[src/hw/rtl/sos_pkg.sv]
// shared types and constants of the stochastic oscillator smoother
`default_nettype none

package sos_pkg;

  localparam int MAX_WINDOW  = 64;
  localparam int SLOT_W      = $clog2(MAX_WINDOW);
  localparam int CNT_W       = $clog2(MAX_WINDOW + 2);
  localparam int CFG_W       = 7;
  localparam int PRICE_W     = 32;
  localparam int Q_W         = 16;
  localparam int Q_FRAC_BITS = 15;
  localparam int QUO_W       = 17;
  localparam int FRAC_W      = 18;
  localparam int SUM_W       = 20;

  localparam logic [CFG_W-1:0]         WIN_RESET = CFG_W'(5);
  localparam logic signed [FRAC_W-1:0] FRAC_HALF = FRAC_W'(16384);
  localparam logic signed [FRAC_W-1:0] FRAC_MAX  = FRAC_W'(65536);
  localparam logic signed [SUM_W-1:0]  SUM_HALF  = SUM_W'(16384);
  localparam logic signed [SUM_W-1:0]  SUM_LIMIT = SUM_W'(32764);
  localparam logic signed [Q_W-1:0]    Q_LIMIT   = Q_W'(32764);

  typedef struct packed {
    logic [PRICE_W-1:0] high;
    logic [PRICE_W-1:0] low;
  } bar_t;

  typedef enum logic [2:0] {
    S_IDLE,
    S_STORE,
    S_WALK,
    S_DRAIN,
    S_PREP,
    S_CHECK,
    S_DIV,
    S_EMIT
  } state_t;

endpackage

`default_nettype wire

[src/hw/rtl/sos_window_mem.sv]
// ring memory of bar highs and lows, one write and one registered read port
`default_nettype none

module sos_window_mem (
  input  wire logic                       clk,
  input  wire logic                       wr_en,
  input  wire logic [sos_pkg::SLOT_W-1:0] wr_addr,
  input  wire sos_pkg::bar_t              wr_data,
  input  wire logic                       rd_en,
  input  wire logic [sos_pkg::SLOT_W-1:0] rd_addr,
  output sos_pkg::bar_t                   rd_data
);
  import sos_pkg::*;

  bar_t mem [MAX_WINDOW];

  always_ff @(posedge clk) begin
    if (wr_en) begin
      mem[wr_addr] <= wr_data;
    end
  end

  always_ff @(posedge clk) begin
    if (rd_en) begin
      rd_data <= mem[rd_addr];
    end
  end

endmodule

`default_nettype wire

[src/hw/rtl/sos_divider.sv]
// restoring divider, one quotient bit per cycle, for the stochastic fraction
`default_nettype none

module sos_divider (
  input  wire logic                        clk,
  input  wire logic                        rst,
  input  wire logic                        start,
  input  wire logic [sos_pkg::PRICE_W-1:0] dividend_mag,
  input  wire logic [sos_pkg::PRICE_W-1:0] divisor,
  output logic                             done,
  output logic [sos_pkg::QUO_W-1:0]        quotient
);
  import sos_pkg::*;

  localparam int PRE_SHIFT = QUO_W - Q_FRAC_BITS;
  localparam int ITER_W = $clog2(QUO_W);
  localparam logic [ITER_W-1:0] ITER_LAST = ITER_W'(QUO_W - 1);

  logic [PRICE_W-1:0] rem;
  logic [QUO_W-1:0]   bits;
  logic [ITER_W-1:0]  count;
  logic               busy;
  logic [PRICE_W:0]   trial;
  logic [PRICE_W:0]   diff;
  logic               fits;

  assign trial = {rem, bits[QUO_W-1]};
  assign fits  = trial >= {1'b0, divisor};
  assign diff  = trial - {1'b0, divisor};

  always_ff @(posedge clk) begin
    if (rst) begin
      busy  <= 1'b0;
      done  <= 1'b0;
      count <= '0;
    end else begin
      done <= 1'b0;
      if (start) begin
        busy  <= 1'b1;
        count <= '0;
      end else if (busy) begin
        count <= count + ITER_W'(1);
        if (count == ITER_LAST) begin
          busy <= 1'b0;
          done <= 1'b1;
        end
      end
    end
  end

  always_ff @(posedge clk) begin
    if (start) begin
      rem      <= dividend_mag >> PRE_SHIFT;
      bits     <= {dividend_mag[PRE_SHIFT-1:0], {Q_FRAC_BITS{1'b0}}};
      quotient <= '0;
    end else if (busy) begin
      rem      <= fits ? diff[PRICE_W-1:0] : trial[PRICE_W-1:0];
      bits     <= {bits[QUO_W-2:0], 1'b0};
      quotient <= {quotient[QUO_W-2:0], fits};
    end
  end

endmodule

`default_nettype wire

[src/hw/rtl/stochastic_oscillator_smoother.sv]
// top level: sequencer, window walk and smoothing of the stochastic oscillator
//
//  channel  | handshake            | beat contents
//  ---------+----------------------+---------------------------------------------
//  in       | in_valid / in_ready  | close_price, high_price, low_price, series_start
//  out      | out_valid / out_ready| smoothed_value, value_valid
//  cfg      | cfg_write            | cfg_data -> window_length
//
//  a warm-up bar goes from accept through the store step straight to the emit step;
//  a full bar also walks the window (n = window length, 1..64) and divides, but
//  skips the divide when the range is flat or inverted or the fraction saturates
//  a full bar walks n entries through the single-read window memory and then uses
//  the 17-step shared divider; in_ready is high only in the idle state
//  one finished result waits in the output register while the next bar is taken
//  rst is synchronous; the window memory is not cleared, series_start restarts
`default_nettype none

module stochastic_oscillator_smoother (
  input  wire logic                          clk,
  input  wire logic                          rst,
  input  wire logic                          cfg_write,
  input  wire logic [sos_pkg::CFG_W-1:0]     cfg_data,
  input  wire logic                          in_valid,
  output logic                               in_ready,
  input  wire logic [sos_pkg::PRICE_W-1:0]   close_price,
  input  wire logic [sos_pkg::PRICE_W-1:0]   high_price,
  input  wire logic [sos_pkg::PRICE_W-1:0]   low_price,
  input  wire logic                          series_start,
  output logic                               out_valid,
  input  wire logic                          out_ready,
  output logic signed [sos_pkg::Q_W-1:0]     smoothed_value,
  output logic                               value_valid
);
  import sos_pkg::*;

  state_t state, state_next;

  logic [CFG_W-1:0]         window_length;
  logic [SLOT_W-1:0]        write_slot;
  logic [CNT_W-1:0]         bars_seen;
  logic signed [Q_W-1:0]    previous_value;
  logic [PRICE_W-1:0]       close_r;
  bar_t                     bar_r;
  logic [CNT_W-1:0]         k;
  logic                     rd_valid;
  logic [PRICE_W-1:0]       lo;
  logic [PRICE_W-1:0]       hi;
  logic [PRICE_W-1:0]       range_r;
  logic [PRICE_W-1:0]       mag;
  logic                     neg;
  logic                     bad_range;
  logic                     warm;
  logic signed [FRAC_W-1:0] frac;

  logic [CNT_W-1:0]         win_n;
  logic                     in_fire;
  logic                     out_free;
  logic                     walk_last;
  logic                     saturate;
  logic                     mem_wr_en;
  logic                     mem_rd_en;
  logic                     div_start;
  logic                     div_done;
  logic [QUO_W-1:0]         div_q;
  logic [QUO_W-1:0]         q_clamp;
  logic [SLOT_W-1:0]        rd_addr;
  bar_t                     rd_data;
  logic signed [SUM_W-1:0]  sum;
  logic signed [Q_W-1:0]    value;

  always_comb begin
    if (window_length == '0) begin
      win_n = CNT_W'(1);
    end else if (CNT_W'(window_length) > CNT_W'(MAX_WINDOW)) begin
      win_n = CNT_W'(MAX_WINDOW);
    end else begin
      win_n = CNT_W'(window_length);
    end
  end

  assign in_fire   = in_valid && in_ready;
  assign out_free  = !out_valid || out_ready;
  assign walk_last = k == (win_n - CNT_W'(1));
  assign saturate  = (mag >> 1) >= range_r;
  assign rd_addr   = write_slot - k[SLOT_W-1:0];
  assign q_clamp   = (QUO_W'(div_q) > QUO_W'(FRAC_MAX)) ? QUO_W'(FRAC_MAX) : div_q;

  // next state
  always_comb begin
    state_next = state;
    unique case (state)
      S_IDLE:  if (in_valid) state_next = S_STORE;
      S_STORE: state_next = (bars_seen <= win_n) ? S_EMIT : S_WALK;
      S_WALK:  if (walk_last) state_next = S_DRAIN;
      S_DRAIN: state_next = S_PREP;
      S_PREP:  state_next = S_CHECK;
      S_CHECK: state_next = (bad_range || saturate) ? S_EMIT : S_DIV;
      S_DIV:   if (div_done) state_next = S_EMIT;
      S_EMIT:  if (out_free) state_next = S_IDLE;
      default: state_next = S_IDLE;
    endcase
  end

  // control outputs
  always_comb begin
    in_ready  = 1'b0;
    mem_wr_en = 1'b0;
    mem_rd_en = 1'b0;
    div_start = 1'b0;
    unique case (state)
      S_IDLE:  in_ready = !rst;
      S_STORE: mem_wr_en = 1'b1;
      S_WALK:  mem_rd_en = 1'b1;
      S_CHECK: div_start = !(bad_range || saturate);
      default: ;
    endcase
  end

  always_ff @(posedge clk) begin
    if (rst) begin
      state <= S_IDLE;
    end else begin
      state <= state_next;
    end
  end

  always_ff @(posedge clk) begin
    if (rst) begin
      window_length <= WIN_RESET;
    end else if (cfg_write) begin
      window_length <= cfg_data;
    end
  end

  // series state
  always_ff @(posedge clk) begin
    if (rst) begin
      write_slot     <= '0;
      bars_seen      <= '0;
      previous_value <= '0;
    end else begin
      if (in_fire && series_start) begin
        write_slot     <= '0;
        bars_seen      <= '0;
        previous_value <= '0;
      end
      if (state == S_STORE) begin
        bars_seen <= (bars_seen < win_n + CNT_W'(1)) ? bars_seen + CNT_W'(1)
                                                     : win_n + CNT_W'(1);
        if (bars_seen <= win_n) begin
          write_slot <= write_slot + SLOT_W'(1);
        end
      end
      if (state == S_DRAIN) begin
        write_slot <= write_slot + SLOT_W'(1);
      end
      if (state == S_EMIT && out_free) begin
        previous_value <= warm ? '0 : value;
      end
    end
  end

  always_ff @(posedge clk) begin
    if (rst) begin
      rd_valid <= 1'b0;
    end else begin
      rd_valid <= mem_rd_en;
    end
  end

  // datapath
  always_ff @(posedge clk) begin
    if (in_fire) begin
      close_r    <= close_price;
      bar_r.high <= high_price;
      bar_r.low  <= low_price;
    end
    if (state == S_STORE) begin
      warm <= bars_seen <= win_n;
      k    <= '0;
      lo   <= '1;
      hi   <= '0;
    end
    if (state == S_WALK) begin
      k <= k + CNT_W'(1);
    end
    if (rd_valid) begin
      if (rd_data.low < lo) lo <= rd_data.low;
      if (rd_data.high > hi) hi <= rd_data.high;
    end
    if (state == S_PREP) begin
      range_r   <= hi - lo;
      bad_range <= hi <= lo;
      neg       <= close_r < lo;
      mag       <= (close_r < lo) ? lo - close_r : close_r - lo;
    end
    if (state == S_CHECK) begin
      if (bad_range) begin
        frac <= FRAC_HALF;
      end else if (saturate) begin
        frac <= neg ? -FRAC_MAX : FRAC_MAX;
      end
    end
    if (state == S_DIV && div_done) begin
      frac <= neg ? -FRAC_W'($signed({1'b0, q_clamp})) : FRAC_W'($signed({1'b0, q_clamp}));
    end
  end

  // smoothing and clamp
  always_comb begin
    sum = SUM_W'(frac) - SUM_HALF + SUM_W'(previous_value >>> 1);
    if (sum > SUM_LIMIT) begin
      value = Q_LIMIT;
    end else if (sum < -SUM_LIMIT) begin
      value = -Q_LIMIT;
    end else begin
      value = sum[Q_W-1:0];
    end
  end

  // output register
  always_ff @(posedge clk) begin
    if (rst) begin
      out_valid <= 1'b0;
    end else if (state == S_EMIT && out_free) begin
      out_valid <= 1'b1;
    end else if (out_ready) begin
      out_valid <= 1'b0;
    end
  end

  always_ff @(posedge clk) begin
    if (state == S_EMIT && out_free) begin
      smoothed_value <= warm ? '0 : value;
      value_valid    <= !warm;
    end
  end

  sos_window_mem u_mem (
    .clk     (clk),
    .wr_en   (mem_wr_en),
    .wr_addr (write_slot),
    .wr_data (bar_r),
    .rd_en   (mem_rd_en),
    .rd_addr (rd_addr),
    .rd_data (rd_data)
  );

  sos_divider u_div (
    .clk          (clk),
    .rst          (rst),
    .start        (div_start),
    .dividend_mag (mag),
    .divisor      (range_r),
    .done         (div_done),
    .quotient     (div_q)
  );

  a_idle_result_zero: assert property (@(posedge clk) disable iff (rst)
    out_valid && !value_valid |-> smoothed_value == '0)
    else $error("warm-up beat carries a nonzero value");

  a_value_limit: assert property (@(posedge clk) disable iff (rst)
    out_valid |-> (smoothed_value <= Q_LIMIT) && (smoothed_value >= -Q_LIMIT))
    else $error("smoothed value outside clamp");

  a_bars_bound: assert property (@(posedge clk) disable iff (rst)
    bars_seen <= CNT_W'(MAX_WINDOW + 1))
    else $error("bar counter past its saturation point");

  a_walk_bound: assert property (@(posedge clk) disable iff (rst)
    state == S_WALK |-> k < win_n)
    else $error("window walk past window length");

  a_div_done_state: assert property (@(posedge clk) disable iff (rst)
    div_start |=> state == S_DIV)
    else $error("divider started outside divide step");

endmodule

`default_nettype wire

[config.mk]
export PLATFORM = sky130hd
export DESIGN_NAME = stochastic_oscillator_smoother
export DESIGN_NICKNAME = d
export VERILOG_FILES = /design/src/hw/rtl/sos_pkg.sv /design/src/hw/rtl/sos_window_mem.sv /design/src/hw/rtl/sos_divider.sv /design/src/hw/rtl/stochastic_oscillator_smoother.sv
export SDC_FILE = /design/constraint.sdc
export NUM_CORES = 2
export LEC_CHECK = 0
export BUFFER_PORTS_ARGS = -buffer_cell sky130_fd_sc_hd__buf_4
export CORE_UTILIZATION = 55
export CTS_BUF_LIST = sky130_fd_sc_hd__clkbuf_2 sky130_fd_sc_hd__clkbuf_4 sky130_fd_sc_hd__clkbuf_8
export DETAILED_ROUTE_END_ITERATION = 7
export PLACE_DENSITY = 0.71
export SLEW_MARGIN = 20
export SYNTH_ARGS = -nofsm -noshare
export SYNTH_HDL_FRONTEND = slang
export SYNTH_SLANG_ARGS = --single-unit
[constraint.sdc]
create_clock -name clk -period 7.7 [get_ports clk]
set_input_delay 1.155 -clock clk [delete_from_list [all_inputs] [get_ports clk]]
set_output_delay 1.155 -clock clk [all_outputs]
set_load 0.005 [all_outputs]
==> results.ini <==
[timing]
finalHoldViolCount = 0
clock.fmax_mhz = 186
skew_ps = 94.2
slew-limit-headroom_pct = 19.8
final.min_clock_period_ps = 5380
tightest_slew_ps = 1200
final-setup-viol-count = 0
setup_tns_ps = 0
fin_crit_sh_pct = 69.8
grt_setup_unrepaired = no
slew_viol_final = 0

[clock_tree]
clk_latency_ps = 1260
clock_path_buffers = 4
h-tree-depth = 6
cts-root-buf = clkbuf_8
clock_sinks = 4527
cts_tree = yes
clk_pin_slew_worst_paths_ps = 60
numCtsBuffers = 705
cts_resized = 0

[hold_path]
hold_depth = 2
min_from = cfg_data[0]
whs_endpoint = window_length[0]$_SDFFE_PP1P_
hold_path_class = input port to flip-flop

[route]
vias_per_cell = 6.51
dr.pass1.iters = 5
routed_wl_um = 467000
drc = 0
vias = 92500
routedWlPerCell_um = 32.9
drt_iter0_drc = 12000
ant_nets = 0

[yosys]
synth_fa_ha_area_share_pct = 2.02
syn_area_per_cell_um2 = 21.1
synth_xor_area_share_pct = 0.646
synth-seq-cells = 4527
syn_inst = 8604
ys_seq_area_share_pct = 74.2
syn_nets = 9002
synth_area_um2 = 182000
yosys-top-cells-area = edfxtp_1, mux4_2, ha_1, dfxtp_1, clkbuf_1
yosys-mux-area-fraction_pct = 17.0
synth_top_area_cell = edfxtp_1
synth_compound_area_share_pct = 2.71
yosysWarnings = 0
synth_ff_type = edfxtp_1
synth_edf_count = 4397
ys_types = 80
synth_top_family_by_area = multiplexers
synth_top_area_share_pct = 72.7
async_reset_ff_share_pct = 0
synthSimpleGateAreaFrac_pct = 2.15

[floorplanning]
dieWidth_um = 577
ioPinCount = 128
fp.dieH_um = 577
core_um2 = 328000
dieArea_um2 = 332000
start_util_pct = 55.4
rows = 210

[setup_path]
r2r-end = u_mem.rd_data[15]$_DFFE_PP_
startpoint = write_slot[0]$_SDFF_PP0_
ff2ff_path_depth = 11
required_ps = 8590
crit_arrival_ps = 6270
cp-start-kind = flip-flop
rr_startpoint = write_slot[0]$_SDFF_PP0_
crit_fanout = 74
crit_path_end_kind = flip-flop
path_class = flip-flop to flip-flop
reg2reg_slack_ps = 2320

[run]
drv_cap = 0

[placed_design]
port_buffers = 127
hpwl_um = 260000
dp.cells = 12900
gp_congestion = 0.888

[final_layout]
stdcell_count = 14200
final_nets = 9700
multi_input_area_um2 = 45200
drive_gt1_share_pct = 29.9
register_area_um2 = 135000
n_fill_cell = 22100
final_common_cell = edfxtp_1
layout-area-overhead-vs-synth_pct = 12.0
layout_common_cells = edfxtp_1, mux4_2, clkbuf_8

[pwr]
powerDensity_nw_per_um2 = 415
ir_drop_mv = 0.559
leakage_nw = 66.6

[global_routing]
grt_max_degree = 125
grt_pass1_vias = 92900
grt_overflow = 0
grt_usage_pct = 28.0
antenna_found_initial = 19
grt_pass1_wl_um = 661000

[outcome]
status = finished, final reports clean

[cell families (layout without fill, tap and decap cells)]
logic type,after synthesis,in the layout
xor+xnor,134,134
mux,1475,1475
other cells,0,8
buf+inv,624,1866
compound gates,757,757
simple gates,798,798
fa+ha+maj,289,289
flops,4527,4527
[layout make-up]
cell class	count	share of cell area [%]
antenna	8	0.00984
clock buffer	924	5.63
clock inverter	327	1.10
inverter	216	0.400
multi-input combinational	3453	22.2
sequential	4527	66.2
tap	4346	2.67
timing repair buffer	399	1.79
[repair_timing]
| item | CTS | global route |
|---|---|---|
| hold endpoints to repair | 5 | 0 |
| hold buffers | 5 | 0 |
| setup buffers | 0 | 0 |
[per-stage QoR]
stage	hold WS [ps]	setup slack, ps	cell area, um2	util [%]	total power [mW]
global placement	471	2450	189000	57.8	64.8
CTS	0.0356	2420	203000	62.0	84.9
finish	115	2320	203000	62.0	84.4
global route	38.3	2240	203000	62.0	87.6
detailed placement	468	2420	190000	57.8	65.2
floorplan	448	1670	182000	-	54.7
[cell usage after synthesis (7+ instances only)]
cell / instances
a211o_1: 9
a211oi_1: 88
a21o_1: 101
a21oi_1: 223
a221o_1: 13
a31oi_1: 17
and2_1: 15
and3_1: 22
buf_1: 88
buf_2: 7
clkbuf_1: 311
dfxtp_1: 130
edfxtp_1: 4397
ha_1: 283
inv_1: 213
mux2_2: 96
mux2i_1: 99
mux4_2: 1280
nand2_1: 161
nand2b_1: 32
nand3_1: 51
nand4_1: 47
nor2_1: 254
nor2b_1: 104
nor3_1: 42
nor3b_1: 8
nor4_1: 12
o211ai_1: 20
o21a_1: 33
o21ai_0: 142
o21bai_1: 16
o31ai_1: 16
or2_2: 16
or3_1: 11
xnor2_1: 75
xor2_1: 59
[worst max path at each step]
stage                                              to  slack, ps
final                     u_mem.rd_data[15]$_DFFE_PP_       2320
after global routing      u_mem.rd_data[15]$_DFFE_PP_       2240
after CTS                 u_mem.rd_data[44]$_DFFE_PP_       2420
after detailed placement  u_mem.rd_data[44]$_DFFE_PP_       2420
after global placement    u_mem.rd_data[54]$_DFFE_PP_       2450
after floorplan                   bad_range$_DFFE_PP_       1670
[flip-flops by register name (all words and copies together), names as in the netlist, 18 cells and up]
register	cells
u_mem.rd_data	64
close_r	32
frac	18
hi	32
u_mem.mem	4096
bar_r	64
lo	32
range_r	32
mag	32
u_div.rem	32
[routing by layer]
| metal | GRT usage, % | share of wire (%) | vias up |
|---|---|---|---|
| met1 | 38.6 | 38 | 48900 |
| met4 | 9.51 | 3.4 | 6 |
| met5 | 0 | 0.0079 | - |
| met2 | 44.9 | 48 | 5345 |
| met3 | 6.07 | 10 | 836 |
| li1 | - | - | 37400 |
[report_power, final]
group          leakage, nW  internal [mW]  switching [mW]  total (mW)
sequential            40.7           28.9           0.954        29.8
combinational         18.7           16.5            18.3        34.8
clock                 7.21           10.4            9.36        19.8
total                 66.6           55.8            28.6        84.4
[worst max-delay path: stages, from the launching register on]
cell and delay [ps]:
dfxtp_1 440, inv_1 160, ha_4 130, inv_1 50, fa_4 1430, buf_12 460
buf_4 540, mux4_2 400, mux4_2 490, nor2b_1 170, a211oi_1 530, a21oi_1 90
Power figures use the tool's default switching activity.
